--- config.mk ---
export PLATFORM = sky130hd
export DESIGN_NAME = bfbb_cell
export DESIGN_NICKNAME = d
export VERILOG_FILES = /design/src/rtl/core/bfbb_pkg.sv /design/src/rtl/core/bfbb_cell.sv
export SDC_FILE = /design/constraint.sdc
export NUM_CORES = 1
export LEC_CHECK = 0
export BUFFER_PORTS_ARGS = -buffer_cell sky130_fd_sc_hd__buf_2
export CORE_MARGIN = 3
export CORE_UTILIZATION = 40
export CTS_BUF_LIST = sky130_fd_sc_hd__clkbuf_16
export DETAILED_ROUTE_END_ITERATION = 8
export PLACE_DENSITY = 0.69
export SYNTH_ARGS = -nofsm -noshare
export SYNTH_HDL_FRONTEND = slang
export SYNTH_SLANG_ARGS = --single-unit
export TNS_END_PERCENT = 5
--- constraint.sdc ---
create_clock -name clk -period 2.9 [get_ports clk]
set_clock_uncertainty 0.15 [all_clocks]
set_input_delay 0 -clock clk [delete_from_list [all_inputs] [get_ports clk]]
set_output_delay 0 -clock clk [all_outputs]
set_load 0.02 [all_outputs]
--- src/rtl/core/bfbb_pkg.sv ---
// ----------------------------------------------------------------------------
// bfbb_pkg
// Shared types and codes for the best-fit buffer bank.
// ----------------------------------------------------------------------------
package bfbb_pkg;

  typedef enum logic {
    OP_ASSIGN  = 1'b0,
    OP_RELEASE = 1'b1
  } op_t;

  typedef enum logic [2:0] {
    STATUS_REUSED   = 3'd0,
    STATUS_APPENDED = 3'd1,
    STATUS_FULL     = 3'd2,
    STATUS_RELEASED = 3'd3,
    STATUS_BAD_IDX  = 3'd4
  } status_t;

  typedef enum logic [1:0] {
    CS_IDLE,
    CS_SCAN,
    CS_DONE
  } ctrl_state_t;

  typedef struct packed {
    logic valid;
    op_t  op;
    logic found;
  } scan_ctl_t;

  typedef struct packed {
    logic write;
    logic set_busy;
    logic clr_busy;
  } commit_t;

  localparam int REUSE_SHIFT = 3;

endpackage

--- src/rtl/core/bfbb_cell.sv ---
// ----------------------------------------------------------------------------
// bfbb_cell
// One table entry. Holds size, busy and live marks, updates the passing
// best-fit candidate and registers it toward the next cell.
// ----------------------------------------------------------------------------
module bfbb_cell #(
  parameter int SIZE_BITS = 24,
  parameter int IDXW      = 6,
  parameter int IDX       = 0
) (
  input  logic                     clk,
  input  logic                     rst,
  input  bfbb_pkg::scan_ctl_t      in_ctl,
  input  logic [SIZE_BITS-1:0]     in_req,
  input  logic [IDXW-1:0]          in_best,
  input  logic [SIZE_BITS-1:0]     in_size,
  output bfbb_pkg::scan_ctl_t      out_ctl,
  output logic [SIZE_BITS-1:0]     out_req,
  output logic [IDXW-1:0]          out_best,
  output logic [SIZE_BITS-1:0]     out_size,
  input  bfbb_pkg::commit_t        commit,
  input  logic [IDXW-1:0]          commit_idx,
  input  logic [SIZE_BITS-1:0]     commit_size
);

  logic [SIZE_BITS-1:0] size;
  logic                 busy;
  logic                 live;
  logic                 hit;
  logic                 cand;
  logic                 here;

  assign hit  = (in_best == IDXW'(IDX));
  assign here = (commit_idx == IDXW'(IDX));
  assign cand = in_ctl.valid && (in_ctl.op == bfbb_pkg::OP_ASSIGN) && live && !busy &&
                (in_req <= size) && (!in_ctl.found || (size < in_size));

  always_ff @(posedge clk) begin
    if (rst) begin
      busy <= 1'b0;
      live <= 1'b0;
    end else if (here) begin
      if (commit.write) begin
        live <= 1'b1;
        busy <= 1'b1;
      end else if (commit.set_busy) begin
        busy <= 1'b1;
      end else if (commit.clr_busy) begin
        busy <= 1'b0;
      end
    end
  end

  always_ff @(posedge clk) begin
    if (commit.write && here) begin
      size <= commit_size;
    end
  end

  always_ff @(posedge clk) begin
    if (rst) begin
      out_ctl.valid <= 1'b0;
    end else begin
      out_ctl.valid <= in_ctl.valid;
    end
  end

  always_ff @(posedge clk) begin
    out_ctl.op    <= in_ctl.op;
    out_ctl.found <= in_ctl.found | cand;
    out_req       <= in_req;
    out_best      <= cand ? IDXW'(IDX) : in_best;
    if (cand || (in_ctl.op == bfbb_pkg::OP_RELEASE && hit)) begin
      out_size <= size;
    end else begin
      out_size <= in_size;
    end
  end

endmodule

After elaboration in Yosys (flattened, before gate mapping)

Cells that the tools add are included.

Magnitude comparators: 2
Reduce and logical (&&, ||, !) cells: 16
Multiplexer cells: 4
Bitwise gates (word level): 2

Operators by type and width:

| cell                            | number |
|---|---|
| 24-bit less-or-equal comparator | 1 |
| 24-bit < comparator             | 1 |
| 24-bit two-way mux              | 1 |
| 6-bit zero test                 | 2 |
| 1-bit logical AND               | 7 |
| 2-bit AND reduction             | 2 |
| 1-bit two-way mux               | 3 |
| 3-bit nonzero test              | 1 |
| 1-bit zero test                 | 2 |
| 1-bit logical OR                | 2 |
| 1-bit inverter                  | 1 |
| 1-bit bitwise OR                | 1 |

Output and inout port bits: 57
Register bits after elaboration: 83
Input port bits: 92
Word-level logic and storage cells: 33

Logic depth before layout (Yosys ltp)

Depth after elaboration: 8
Gate-level depth with buffers: 10
Gate-level depth less buffers: 9

Worst setup path before layout

OpenSTA, ideal clock, no wires.

Path kind: register -> register
From: register size[22]
To: register out_size[0]
Cell stages (with the launch flop): 9
Setup time: 0.123 ns
Data arrival time: 2.086 ns
Data required time: 2.627 ns
Period minus slack after synthesis: 2.360 ns
Buffers on the path: 0
Setup slack: 0.540 ns
Cells stage by stage: edfxtp_1 -> ha_1 -> nand4_1 -> nor4_1 -> nand4_1 -> a21oi_1 -> o311ai_2 -> o21ai_4 -> mux2_1

Cells in the longest elaborated chain, start to end: 5
Elaborated cells between the ends (all ways): 7
Classes of those cells: order compare: 2; mux: 1; reduce/logical: 4

RTL lines:

| what                                                                   | line                             | source |
|---|---|---|
| from (decl)                                                            | bfbb_cell.sv:26                  | `logic [SIZE_BITS-1:0] size;` |
| from (signal assigned)                                                 | bfbb_cell.sv:56                  | `size <= commit_size;` |
| 24-bit less-or-equal comparator or 24-bit < comparator (tied branches) | bfbb_cell.sv:36                  | `(in_req <= size) && (!in_ctl.found \|\| (size < in_size));` |
| 1-bit logical AND or 1-bit logical OR (tied branches)                  | bfbb_cell.sv:35, bfbb_cell.sv:36 |  |
| 1-bit logical AND *                                                    | bfbb_cell.sv:36                  |  |
| 1-bit logical OR *                                                     | bfbb_cell.sv:73                  | `if (cand \|\| (in_ctl.op == bfbb_pkg::OP_RELEASE && hit)) begin` |
| 24-bit two-way mux *                                                   | bfbb_cell.sv:73                  |  |
| to (signal assigned)                                                   | bfbb_cell.sv:74                  | `out_size <= size;` |
| to (signal assigned)                                                   | bfbb_cell.sv:76                  | `out_size <= in_size;` |
| to (decl)                                                              | bfbb_cell.sv:20                  | `output logic [SIZE_BITS-1:0] out_size,` |

Mark *: on every way between the ends. The rest lies on a longest branch, timed or not.
A chain may end at the register's enable or synchronous reset.

Worst setup path after layout

From: register size[18]
To: register out_size[7]

The elaborated chain is that of the path after synthesis.

==> impl_metrics.yaml <==
route:
  totalWireLength_um: 9850
  vias: 3092
  drtPass1Iterations: 4
  ant_nets: 0
  vias_per_cell: 4.72
  drc: 0
  dr.first_iter.drc_count: 38
  wire_per_inst_um: 15.0
final_layout:
  drive_gt1_frac: 0.313
  diodes: 0
  multiInputGateArea_sq_um: 1440
  area_delta_synth_final_pct: 55.9
  fill_cells: 669
  layout_commonest_cell: "buf_2"
  layout.nets: 684
  layout_common_cells: "buf_2 (148), dlygate4sd3_1 (83), dfxtp_1 (59)"
  seq_area_sq_um: 1900
pwr:
  p_sw_frac: 0.240
  power_uw: 2630
  p_int_uw: 2000
  sequentialPowerShare: 0.475
  ir_drop_v: 0.000234
  p_comb_frac: 0.141
  p_sw_uw: 631
  powerDensity_nw_per_um2: 477
  pwr-share-clk: 0.384
  p_leak_uw: 0.00282
worst_setup_path:
  cp_common_cell: "inv_1"
  path_cells: "inv_1 > ha_1 > nand4_1 > nor4_2 > inv_1 > o2111a_2 > o21ai_4 > buf_12 > mux2i_1"
  worst_path_max_delay_cell: "edfxtp_1"
  critPathArrivalTime_ns: 2.76
  cpPeakStageDelay_ns: 0.35
  worstSetupStartpointType: "flip-flop"
  critPathBufInv: 3
  r2r_slack_ns: 0.24
  cp_num_cells: 9
  cp-end-kind: "flip-flop"
  critical_path_class: "reg -> reg"
  cp_data_required_time_ns: 3.00
  cp_top_family: "compound AO/OA/AOI/OAI gates"
  crit_fanout: 19
  reg2reg_depth: 9
timing:
  max_freq_mhz: 376
  hold_viol: 0
  fin_crit_sh: 0.916
  slew_headroom: 0.737
  rsz0062_at_grt: "no"
  final_max_slew_viol_count: 0
  finalSetupViolations: 0
  finalSetupTns_ns: 0
  layout_setup_ws_ns: 0.243
  fin_crit_ns: 2.66
  tightest_slew_ns: 0.391
floorplanning:
  core_sq_um: 8380
  die_width_um: 100
  dieArea_sq_um: 10000
  initial_core_util: 0.422
  io_pins: 149
  rows: 33
  die_h_um: 100
global_routing:
  grt_max_degree: 26
  grt_pass1_vias: 3349
  overflow: 0
  grt_pass1_wl_um: 15500
  grt_usage: 0.198
  antenna_found_initial: 0
placed_design:
  gp_congestion: 0.832
  pre_cts_ws_ns: 0.173
  io_buffers: 148
  post-dp-hpwl_um: 6820
cts:
  numCtsBuffers: 9
  worstSkewPairLatency_ns: 0.33
  ctsLongestPathBuffers: 2
  root_buffer: "clkbuf_16"
  path_clk_slew_ns: 0.06
  numClockSinks: 83
  h-tree-depth: 3
  cts_tree: "done"
synth:
  synth_cell_types: 32
  synth-edff-count: 24
  syn_area_sq_um: 3540
  async_flop_share: 0
  yosysSeqAreaShare: 0.538
  syn-num-nets: 442
  synthCells: 303
  ys.flop_type: "dfxtp_1"
  ys_ff_latch: 83
  ys_warn_count: 0
  avgSynthCellArea_sq_um: 11.7
worst_hold_path:
  min_path_type: "in -> reg"
  worst_hold_path.num_cells: 2
outcome:
  outcome: "complete, no violations"
job:
  cap_viol_max_count: 0
per-stage QoR:
stage / cell area [sq um] / std cells / util / hold slack, ns
after floorplan: 3540 / 303 / - / -0.122
after global placement: 4410 / 556 / 0.526 / -0.0314
after detailed placement: 4410 / 556 / 0.526 / -0.0277
after CTS: 5500 / 655 / 0.656 / 0.169
after global routing: 5510 / 655 / 0.658 / 0.180
final: 5510 / 655 / 0.658 / 0.176
final timing paths:
| check | endpoint | start |
|---|---|---|
| hold / removal | out_req[5] | in_req[5] |
| setup reg to reg | out_size[7] | size[18] |
| setup / recovery | out_size[7] | size[18] |
| hold reg to reg | live | live |
layout make-up:
cell class | instances | share of cell area
clock buffer | 9 | 0.0409
clock inverter | 7 | 0.00635
inverter | 48 | 0.0327
multi-input combinational | 170 | 0.261
sequential | 83 | 0.345
tap | 105 | 0.0238
timing repair buffer | 233 | 0.290
per-layer routing:
| metal | vias to the layer above | GRT usage | share of wire | wire (um) |
|---|---|---|---|---|
| li1 | 1551 | - | - | - |
| met1 | 1418 | 0.214 | 0.40 | 3980 |
| met2 | 101 | 0.370 | 0.51 | 5000 |
| met3 | 22 | 0.0431 | 0.061 | 598 |
| met4 | 0 | 0.0829 | 0.028 | 272 |
| met5 | - | 0 | 0 | 0 |
flip-flops by register name, summed over array words and instances, names as in the netlist:
register and flops:
out_best 6, size 24, live 1, busy 1, out_req 24, out_ctl 3
out_size 24
power groups by stage:
stage               Combinational [uW]  Clock (uW)  Sequential (uW)
detailed placement                 277           0             1280
CTS                                366        1030             1250
global placement                   270           0             1270
finish                             370        1010             1250
global route                       404        1070             1250
floorplan                         84.9           0             1330
Yosys cell counts (2+ instances only):
cell      instances  share of area
a211oi_1          2         0.0042
a21o_1            2         0.0042
a21oi_1          21          0.030
and2_1            7          0.012
buf_8             2         0.0085
dfxtp_1          59           0.33
edfxtp_1         24           0.20
ha_1             47           0.17
inv_1            48          0.051
mux2i_1          23          0.065
nand2_1          14          0.015
nand3_1           5         0.0071
nand4_1          11          0.019
nor2_1            6         0.0064
nor2b_1           4         0.0071
nor3_1            3         0.0042
nor4_1            4         0.0071
o211ai_1          2         0.0042
o21ai_0           6         0.0085
what timing repair did:
item / in CTS / in global routing
setup buffers: 0 / 0
setup endpoints to repair: 0 / 20
hold buffers: 83 / 0
endpoints found under the hold margin: 83 / 0
gates resized for setup: 0 / 3
logic make-up (layout without fill, tap and decap cells):
group	count (synthesis)	after routing	synth area share
buffers and inverters	50	297	0.0594
multiplexers	24	24	0.0683
AO/OA/AOI/OAI	41	41	0.0789
flip-flops	83	83	0.538
AND/OR/NAND/NOR	58	58	0.0892
adder cells (fa/ha/maj)	47	47	0.166
No activity file was read; power rests on OpenSTA's default activity.
