[config.mk]
export PLATFORM = sky130hd
export DESIGN_NAME = bfbb_ctrl_flat
export DESIGN_NICKNAME = d
export VERILOG_FILES = /design/src/rtl/core/bfbb_pkg.sv /design/src/rtl/core/bfbb_req_if.sv /design/src/rtl/core/bfbb_rsp_if.sv /design/src/rtl/core/bfbb_ctrl.sv /design/src/flat_wrapper.sv
export SDC_FILE = /design/constraint.sdc
export NUM_CORES = 1
export LEC_CHECK = 0
export BUFFER_PORTS_ARGS = -buffer_cell sky130_fd_sc_hd__buf_2
export CAP_MARGIN = 20
export CELL_PAD_IN_SITES_DETAIL_PLACEMENT = 1
export CELL_PAD_IN_SITES_GLOBAL_PLACEMENT = 1
export CORE_ASPECT_RATIO = 0.8
export CORE_MARGIN = 10
export CORE_UTILIZATION = 39
export CTS_CLUSTER_DIAMETER = 50
export DETAILED_ROUTE_END_ITERATION = 8
export PLACE_DENSITY_LB_ADDON = 0.08
export SETUP_SLACK_MARGIN = 0.3
export SYNTH_ARGS = -nofsm -noshare
export SYNTH_HDL_FRONTEND = slang
export SYNTH_SLANG_ARGS = --single-unit
[constraint.sdc]
create_clock -name clk -period 9.79 [get_ports clk]
set_input_delay 1.958 -clock clk [delete_from_list [all_inputs] [get_ports clk]]
set_output_delay 1.958 -clock clk [all_outputs]
set_load 0.01 [all_outputs]
[src/rtl/core/bfbb_pkg.sv]
// ----------------------------------------------------------------------------
// bfbb_pkg
// Shared types and codes for the best-fit buffer bank.
// ----------------------------------------------------------------------------
package bfbb_pkg;

  typedef enum logic {
    OP_ASSIGN  = 1'b0,
    OP_RELEASE = 1'b1
  } op_t;

  typedef enum logic [2:0] {
    STATUS_REUSED   = 3'd0,
    STATUS_APPENDED = 3'd1,
    STATUS_FULL     = 3'd2,
    STATUS_RELEASED = 3'd3,
    STATUS_BAD_IDX  = 3'd4
  } status_t;

  typedef enum logic [1:0] {
    CS_IDLE,
    CS_SCAN,
    CS_DONE
  } ctrl_state_t;

  typedef struct packed {
    logic valid;
    op_t  op;
    logic found;
  } scan_ctl_t;

  typedef struct packed {
    logic write;
    logic set_busy;
    logic clr_busy;
  } commit_t;

  localparam int REUSE_SHIFT = 3;

endpackage

[src/rtl/core/bfbb_req_if.sv]
// ----------------------------------------------------------------------------
// bfbb_req_if
// Request channel: operation, size and release index with valid/ready.
// ----------------------------------------------------------------------------
interface bfbb_req_if;
  logic        valid;
  logic        ready;
  logic        operation;
  logic [23:0] request_size;
  logic [5:0]  release_index;

  modport source (output valid, output operation, output request_size,
                  output release_index, input ready);
  modport sink (input valid, input operation, input request_size,
                input release_index, output ready);
endinterface

[src/rtl/core/bfbb_rsp_if.sv]
// ----------------------------------------------------------------------------
// bfbb_rsp_if
// Result channel: status, entry index and entry size with valid/ready.
// ----------------------------------------------------------------------------
interface bfbb_rsp_if;
  logic        valid;
  logic        ready;
  logic [2:0]  status;
  logic [5:0]  entry_index;
  logic [23:0] entry_size;

  modport source (output valid, output status, output entry_index,
                  output entry_size, input ready);
  modport sink (input valid, input status, input entry_index,
                input entry_size, output ready);
endinterface

[src/rtl/core/bfbb_ctrl.sv]
// ----------------------------------------------------------------------------
// bfbb_ctrl
// Request intake, entry count, final decision and result register.
// ----------------------------------------------------------------------------
module bfbb_ctrl #(
  parameter int ENTRIES   = 64,
  parameter int SIZE_BITS = 24,
  parameter int IDXW      = 6,
  parameter int CNTW      = 7
) (
  input  logic                 clk,
  input  logic                 rst,
  bfbb_req_if.sink             request,
  bfbb_rsp_if.source           result,
  output bfbb_pkg::scan_ctl_t  head_ctl,
  output logic [SIZE_BITS-1:0] head_req,
  output logic [IDXW-1:0]      head_best,
  output logic [SIZE_BITS-1:0] head_size,
  input  bfbb_pkg::scan_ctl_t  tail_ctl,
  input  logic [SIZE_BITS-1:0] tail_req,
  input  logic [IDXW-1:0]      tail_best,
  input  logic [SIZE_BITS-1:0] tail_size,
  output bfbb_pkg::commit_t    commit,
  output logic [IDXW-1:0]      commit_idx,
  output logic [SIZE_BITS-1:0] commit_size
);

  bfbb_pkg::ctrl_state_t state, state_next;

  logic [CNTW-1:0]        count;
  logic                   accept;
  logic                   is_release;
  logic                   bad_index;
  logic [SIZE_BITS+23:0]  req_wide;
  logic [CNTW+5:0]        rel_wide;
  logic [CNTW+5:0]        cnt_wide;
  logic                   out_free;
  logic                   fire;

  bfbb_pkg::op_t          fin_op;
  logic                   fin_bad;
  logic                   fin_found;
  logic [IDXW-1:0]        fin_best;
  logic [SIZE_BITS-1:0]   fin_size;
  logic [SIZE_BITS-1:0]   fin_req;

  logic                   reuse;
  logic                   full;
  bfbb_pkg::status_t      res_status;
  logic [IDXW-1:0]        res_idx;
  logic [SIZE_BITS-1:0]   res_size;
  logic [IDXW+5:0]        idx_wide;
  logic [SIZE_BITS+23:0]  size_wide;

  logic                   rsp_valid;
  bfbb_pkg::status_t      rsp_status;
  logic [5:0]             rsp_index;
  logic [23:0]            rsp_size;

  assign request.ready = (state == bfbb_pkg::CS_IDLE);
  assign accept        = request.valid && request.ready;
  assign is_release    = (request.operation == bfbb_pkg::OP_RELEASE);
  assign req_wide      = {{SIZE_BITS{1'b0}}, request.request_size};
  assign rel_wide      = (CNTW+6)'(request.release_index);
  assign cnt_wide      = (CNTW+6)'(count);
  assign bad_index     = (rel_wide >= cnt_wide);

  assign head_ctl.valid = accept && !(is_release && bad_index);
  assign head_ctl.op    = is_release ? bfbb_pkg::OP_RELEASE : bfbb_pkg::OP_ASSIGN;
  assign head_ctl.found = 1'b0;
  assign head_req       = req_wide[SIZE_BITS-1:0];
  assign head_best      = is_release ? rel_wide[IDXW-1:0] : '0;
  assign head_size      = '0;

  assign out_free = !rsp_valid || result.ready;

  always_ff @(posedge clk) begin
    if (rst) begin
      state <= bfbb_pkg::CS_IDLE;
    end else begin
      state <= state_next;
    end
  end

  always_comb begin
    state_next = state;
    fire       = 1'b0;
    case (state)
      bfbb_pkg::CS_IDLE: begin
        if (accept) begin
          state_next = (is_release && bad_index) ? bfbb_pkg::CS_DONE : bfbb_pkg::CS_SCAN;
        end
      end
      bfbb_pkg::CS_SCAN: begin
        if (tail_ctl.valid) begin
          state_next = bfbb_pkg::CS_DONE;
        end
      end
      bfbb_pkg::CS_DONE: begin
        if (out_free) begin
          fire       = 1'b1;
          state_next = bfbb_pkg::CS_IDLE;
        end
      end
      default: state_next = bfbb_pkg::CS_IDLE;
    endcase
  end

  always_ff @(posedge clk) begin
    if (accept) begin
      fin_op  <= is_release ? bfbb_pkg::OP_RELEASE : bfbb_pkg::OP_ASSIGN;
      fin_bad <= is_release && bad_index;
    end
    if (state == bfbb_pkg::CS_SCAN && tail_ctl.valid) begin
      fin_found <= tail_ctl.found;
      fin_best  <= tail_best;
      fin_size  <= tail_size;
      fin_req   <= tail_req;
    end
  end

  assign reuse = fin_found &&
                 ({{bfbb_pkg::REUSE_SHIFT{1'b0}}, fin_size} <
                  {fin_req, {bfbb_pkg::REUSE_SHIFT{1'b0}}});
  assign full  = (count == CNTW'(ENTRIES));

  always_comb begin
    res_status = bfbb_pkg::STATUS_BAD_IDX;
    res_idx    = '0;
    res_size   = '0;
    commit     = '0;
    if (fin_op == bfbb_pkg::OP_RELEASE) begin
      if (!fin_bad) begin
        res_status      = bfbb_pkg::STATUS_RELEASED;
        res_idx         = fin_best;
        res_size        = fin_size;
        commit.clr_busy = fire;
      end
    end else if (reuse) begin
      res_status      = bfbb_pkg::STATUS_REUSED;
      res_idx         = fin_best;
      res_size        = fin_size;
      commit.set_busy = fire;
    end else if (full) begin
      res_status = bfbb_pkg::STATUS_FULL;
    end else begin
      res_status   = bfbb_pkg::STATUS_APPENDED;
      res_idx      = count[IDXW-1:0];
      res_size     = fin_req;
      commit.write = fire;
    end
  end

  assign commit_idx  = res_idx;
  assign commit_size = fin_req;
  assign idx_wide    = (IDXW+6)'(res_idx);
  assign size_wide   = {24'd0, res_size};

  always_ff @(posedge clk) begin
    if (rst) begin
      count <= '0;
    end else if (commit.write) begin
      count <= count + CNTW'(1);
    end
  end

  always_ff @(posedge clk) begin
    if (rst) begin
      rsp_valid <= 1'b0;
    end else if (fire) begin
      rsp_valid <= 1'b1;
    end else if (result.ready) begin
      rsp_valid <= 1'b0;
    end
  end

  always_ff @(posedge clk) begin
    if (fire) begin
      rsp_status <= res_status;
      rsp_index  <= idx_wide[5:0];
      rsp_size   <= size_wide[23:0];
    end
  end

  assign result.valid       = rsp_valid;
  assign result.status      = rsp_status;
  assign result.entry_index = rsp_index;
  assign result.entry_size  = rsp_size;

endmodule

[src/flat_wrapper.sv]
// flat-port wrapper written by rule: the top's interface ports become plain ports
module bfbb_ctrl_flat 
#(
  parameter int ENTRIES   = 64,
  parameter int SIZE_BITS = 24,
  parameter int IDXW      = 6,
  parameter int CNTW      = 7
)
  (clk, rst, head_ctl, head_req, head_best, head_size, tail_ctl, tail_req, tail_best, tail_size, commit, commit_idx, commit_size, request_valid, request_operation, request_request_size, request_release_index, request_ready, result_valid, result_status, result_entry_index, result_entry_size, result_ready);
  bfbb_req_if request_i ();
  bfbb_rsp_if result_i ();
  input  logic clk;
  input  logic rst;
  output bfbb_pkg::scan_ctl_t head_ctl;
  output logic [SIZE_BITS-1:0] head_req;
  output logic [IDXW-1:0] head_best;
  output logic [SIZE_BITS-1:0] head_size;
  input  bfbb_pkg::scan_ctl_t tail_ctl;
  input  logic [SIZE_BITS-1:0] tail_req;
  input  logic [IDXW-1:0] tail_best;
  input  logic [SIZE_BITS-1:0] tail_size;
  output bfbb_pkg::commit_t commit;
  output logic [IDXW-1:0] commit_idx;
  output logic [SIZE_BITS-1:0] commit_size;
  input wire logic [$bits(request_i.valid)-1:0] request_valid;
  input wire logic [$bits(request_i.operation)-1:0] request_operation;
  input wire logic [$bits(request_i.request_size)-1:0] request_request_size;
  input wire logic [$bits(request_i.release_index)-1:0] request_release_index;
  output wire logic [$bits(request_i.ready)-1:0] request_ready;
  output wire logic [$bits(result_i.valid)-1:0] result_valid;
  output wire logic [$bits(result_i.status)-1:0] result_status;
  output wire logic [$bits(result_i.entry_index)-1:0] result_entry_index;
  output wire logic [$bits(result_i.entry_size)-1:0] result_entry_size;
  input wire logic [$bits(result_i.ready)-1:0] result_ready;
  assign request_i.valid = request_valid;
  assign request_i.operation = request_operation;
  assign request_i.request_size = request_request_size;
  assign request_i.release_index = request_release_index;
  assign request_ready = request_i.ready;
  assign result_valid = result_i.valid;
  assign result_status = result_i.status;
  assign result_entry_index = result_i.entry_index;
  assign result_entry_size = result_i.entry_size;
  assign result_i.ready = result_ready;
  bfbb_ctrl #(.ENTRIES(ENTRIES), .SIZE_BITS(SIZE_BITS), .IDXW(IDXW), .CNTW(CNTW)) u_core (.clk(clk), .rst(rst), .request(request_i), .result(result_i), .head_ctl(head_ctl), .head_req(head_req), .head_best(head_best), .head_size(head_size), .tail_ctl(tail_ctl), .tail_req(tail_req), .tail_best(tail_best), .tail_size(tail_size), .commit(commit), .commit_idx(commit_idx), .commit_size(commit_size));
endmodule
== Yosys cells after proc, flatten, opt, wreduce, memory -nomap -nowiden ==
Index checks and enable logic that the tools add are counted.
W data, S select, Z words.
Storage, ports and cells
  output and inout bits: 125
  flip-flop bits (word level): 100
  bits of input ports: 92
  word-level logic and storage cells: 61
Cells by class
  reduce and logical (&&, ||, !) cells: 11
  equal/unequal tests: 6
  multiplexer cells: 29
  $add $sub $neg: 1
  order comparisons: 2
Operator list (count)
  $mux W24: 4
  $mux W6: 5
  $lt A24 B27 Y1: 1
  $mux W2: 6
  $mux W1: 10
  $mux W3: 3
  $add A7 B1 Y7 const B: 1
  $eq A7 B7 Y1 const B: 1
  $ge A6 B7 Y1: 1
  $pmux W2 S3: 1
  $logic_and A1 B1 Y1: 5
  $ne A2 B2 Y1 const B: 2
  $reduce_and A3 Y1: 1
  $eq A2 B1 Y1 const B: 1
  $eq A2 B2 Y1 const B: 1
  $logic_not A1 Y1: 2
  $logic_not A2 Y1: 1
  $ne A2 B1 Y1 const B: 1
  $reduce_bool A2 Y1: 1
  $logic_or A1 B1 Y1: 1

== Logic depth before layout (Yosys ltp) ==
  word-level depth: 7
  gate-level depth with buffers: 11
  mapped depth without buffers: 9

== Worst setup path after synthesis ==
Ideal clock, no wire load.
  kind: input-to-output
  start: input request_release_index[0]
  end: output head_ctl[2] (netlist bit)
  data arrival time: 3.183 ns
  buffers on the path: 0
  path slack: 4.649 ns
  data required time: 7.832 ns
  stages on the path: 8
  cells stage by stage: inv_1 -> ha_1 -> nand2b_1 -> a21o_1 -> a21o_1 -> a21oi_1 -> o21ai_0 -> nor2b_1
RTL lines
  start: declaration: line flat_wrapper.sv:28  | input wire logic [$bits(request_i.release_index)-1:0] request_release_index;
  end: declaration: line flat_wrapper.sv:14  | output bfbb_pkg::scan_ctl_t head_ctl;

== Final worst setup path ==
  start: register u_core.fin_size[5]
  end: output commit_idx[4]
Between the ends
  longest elaborated chain between the ends: 4
RTL lines
  start: declaration: line bfbb_ctrl.sv:44  | logic [SIZE_BITS-1:0] fin_size;
  start signal: assignment: line bfbb_ctrl.sv:117  | fin_size <= tail_size;
  $lt A24 B27 Y1: line bfbb_ctrl.sv:123  | ({{bfbb_pkg::REUSE_SHIFT{1'b0}}, fin_size} <
  $logic_and A1 B1 Y1: line bfbb_ctrl.sv:122  | assign reuse = fin_found &&
  $mux W6: line bfbb_ctrl.sv:139  | end else if (reuse) begin
  $mux W6: line bfbb_ctrl.sv:132  | if (fin_op == bfbb_pkg::OP_RELEASE) begin
  end: declaration: line flat_wrapper.sv:23  | output logic [IDXW-1:0] commit_idx;
No other way between the ends.

==> results by group <==
Run status
  • Status: finished clean

Power and ir drop
  • Total design power: 940.9 uW
  • Leakage: 0.002574 uW
  • Cell Pwr Density: 154.2 mW/mm2
  • Worst VDD drop: 88.42 uV

Synth
  • Synthesized area per cell: 11.59 um2
  • Seq/Total Area, Yosys: 0.5604
  • Area leader, netlist: edfxtp_1
  • Share of the synthesized area in the top cell type: 0.5217
  • Netlist Area Pre-Place: 0.005180 mm2
  • Gate count of the mapped netlist: 447
  • #FFs+latches synth: 100
  • Warnings, synthesis: 0
  • Synth cell types: 37
  • Cells taking the most area after synthesis: edfxtp_1 (52%), buf_4 (7.2%), ha_1 (6.8%)

Worst setup path
  • Worst Path Required: 7830 ps
  • Max FO, Critical Path: 27
  • Crit path capture type: output port
  • WP data arrival: 3580 ps
  • Reg-to-reg setup timing slack: 6480 ps
  • R2R cell count: 9
  • Critical path class: reg -> out
  • FF-to-FF End: u_core.result.entry_index[4]
  • Reg2reg start: u_core.fin_size[5]
  • Worst setup SP type: register

Route
  • Routed WL: 14700 um
  • DR pass1 iterations: 4
  • Post-route ant nets: 0
  • Avg Vias per Cell: 5.049
  • Detailed Route Iter0 Violations: 180
  • Drt wl/cell: 19.84 um
  • Via count: 3741
  • Drt drc: 0

Clocking
  • Worst skew pair latency: 340 ps
  • Post-cts hold buffer count: 0
  • Inserted Clock Buffers: 9
  • # clock sinks: 100
  • H-tree lvl count: 3
  • CTS tree: built
  • CTS max path bufs: 2
  • Worst-path clk slew: 70 ps
  • Clock root buffer: clkbuf_16
  • Post-CTS setup buffers: 0
  • Resize count post-CTS: 0

Die
  • Die width: 148.9 um
  • Number of top-level pins: 217
  • Row cnt: 37
  • Die H: 123.1 um
  • Initial Util: 0.4010
  • Core ar.: 0.01292 mm2
  • Die ar.: 0.01832 mm2

Cells and area
  • Fill count: 1452
  • Antenna diodes: 0
  • Commonest non-fill, non-tap cells in the layout: buf_2 (142), edfxtp_1 (90), nand2_1 (42)
  • Commonest non-fill, non-tap cell in the layout: buf_2
  • Area grow syn2layout: 17.83%
  • Area of the multi-input gates: 0.001831 mm2
  • Share of layout cells above drive strength 1: 0.3074
  • Register Area: 0.002903 mm2
  • Nets: 682

Global routing
  • GRT Util Overall: 0.1563
  • Initial antenna violation count: 0
  • Largest net degree at the start of global routing: 38
  • GRT overflow: 0
  • Vias in the first global route: 4140
  • First-pass GRT wire length: 22650 um

STA
  • Final setup TNS: 0 ps
  • Relative max-transition margin: 0.2549
  • Final slew viol count: 0
  • Top achievable clock speed: 180.7 MHz
  • Hold Vio Cnt, Final: 0
  • Setup violations, final: 0
  • RSZ-0062 raised after global routing: false
  • Worst hold slack: 532.2 ps
  • Final Critical Period: 5534 ps
  • Slew at the pin with the worst max-slew slack: 1116 ps
  • Final period util: 0.5653
  • Clk_skew: 11.07 ps

Hold path
  • Worst hold path type: reg -> reg
  • Hold worst-path end: u_core.count[1]
  • Hold depth: 2
  • Worst hold start: u_core.count[1]

Run
  • Max-Cap Viols: 0

Place
  • RePlAce Congestion: 0.7988
  • Hpwl dp: 10820 um
  • Port Buf Inserts: 142
## state kept, by name, summed over array words and instances, names as in the netlist
signal / count
u_core.fin_best: 6
u_core.fin_size: 24
u_core.state: 2
u_core.commit_size: 24
u_core.fin_bad: 1
u_core.count: 7
u_core.fin_op: 1
u_core.result.valid: 1
u_core.result.entry_size: 24
u_core.fin_found: 1
u_core.result.status: 3
u_core.result.entry_index: 6
## power by group
group | total, uW | switching (uW) | internal, uW
clock network | 352 | 156 | 196
logic | 96.5 | 59.5 | 36.9
registers | 492 | 8.10 | 484
## metrics by stage
step	cell area, um2	utilization	instances	setup slack, ps
6_report	6103	0.4725	741	4256
5_1_grt	6103	0.4725	741	3935
4_1_cts	6103	0.4725	741	4208
3_5_place_dp	5821	0.4506	726	4321
3_3_place_gp	5821	0.4506	726	4348
2_1_floorplan	5270	-	471	4649
## synthesized netlist by cell type, drive strengths merged
| library cell | number |
|---|---|
| nand2b | 8 |
| nand2 | 42 |
| nor2b | 5 |
| mux2i | 31 |
| o31ai | 2 |
| a21o | 4 |
| a22oi | 1 |
| nor4 | 2 |
| edfxtp | 90 |
| buf | 53 |
| clkbuf | 16 |
| and2 | 14 |
| o22ai | 2 |
| o21ai | 38 |
| mux2 | 3 |
| ha | 28 |
| nor2 | 14 |
| or3 | 1 |
| dfxtp | 10 |
| a21oi | 14 |
| inv | 28 |
| nand4 | 3 |
| nor3b | 1 |
| nor3 | 2 |
| o21ba | 1 |
| or4b | 2 |
| conb | 1 |
| or4 | 1 |
| nand3 | 5 |
| a31oi | 24 |
| nor4b | 1 |
## per-layer routing
layer / routed length [um] / track usage
met3: 1088 / 0.05294
met5: 0 / 0
met1: 6531 / 0.1943
met4: 98 / 0.03672
met2: 6984 / 0.2589
## logic make-up (layout without fill, tap and decap cells)
family,after synthesis,after routing,share of synthesized area
fa+ha+maj,28,28,0.06763
buf+inv,97,192,0.1085
simple gates,101,101,0.1005
compound gates,86,86,0.09589
other cells,1,25,0.0007239
mux,34,34,0.06643
flops,100,100,0.5604
## layout make-up
| cell class | instances | share of cell area |
|---|---|---|
| timing repair buffer | 149 | 0.1251 |
| clock inverter | 5 | 0.008815 |
| inverter | 28 | 0.01722 |
| sequential | 100 | 0.4756 |
| multi-input combinational | 274 | 0.2999 |
| tap | 175 | 0.03588 |
| clock buffer | 10 | 0.03752 |
## how the worst max path moves through the flow
stage / start / endpoint / slack [ps] / depth (start not counted)
3_5_place_dp: request_release_index[0] / head_ctl[2] / 4320 / 10
2_1_floorplan: request_release_index[0] / head_ctl[2] / 4650 / 8
3_3_place_gp: request_release_index[0] / head_ctl[2] / 4350 / 10
5_1_grt: u_core.commit_size[2] / commit_idx[4] / 3940 / 11
4_1_cts: u_core.fin_size[5] / commit_idx[4] / 4210 / 10
6_report: u_core.fin_size[5] / commit_idx[4] / 4260 / 10
## worst max-delay path, cell delays in order, from the launching register on
cell and delay, ps:
edfxtp_1 430, ha_1 330, a21oi_1 140, o21ai_0 110, a31oi_1 180, o21ai_0 220
a31oi_4 750, buf_4 510, mux2i_1 130, o21ai_0 240, buf_2 190
(Power assumes the default switching activity.)
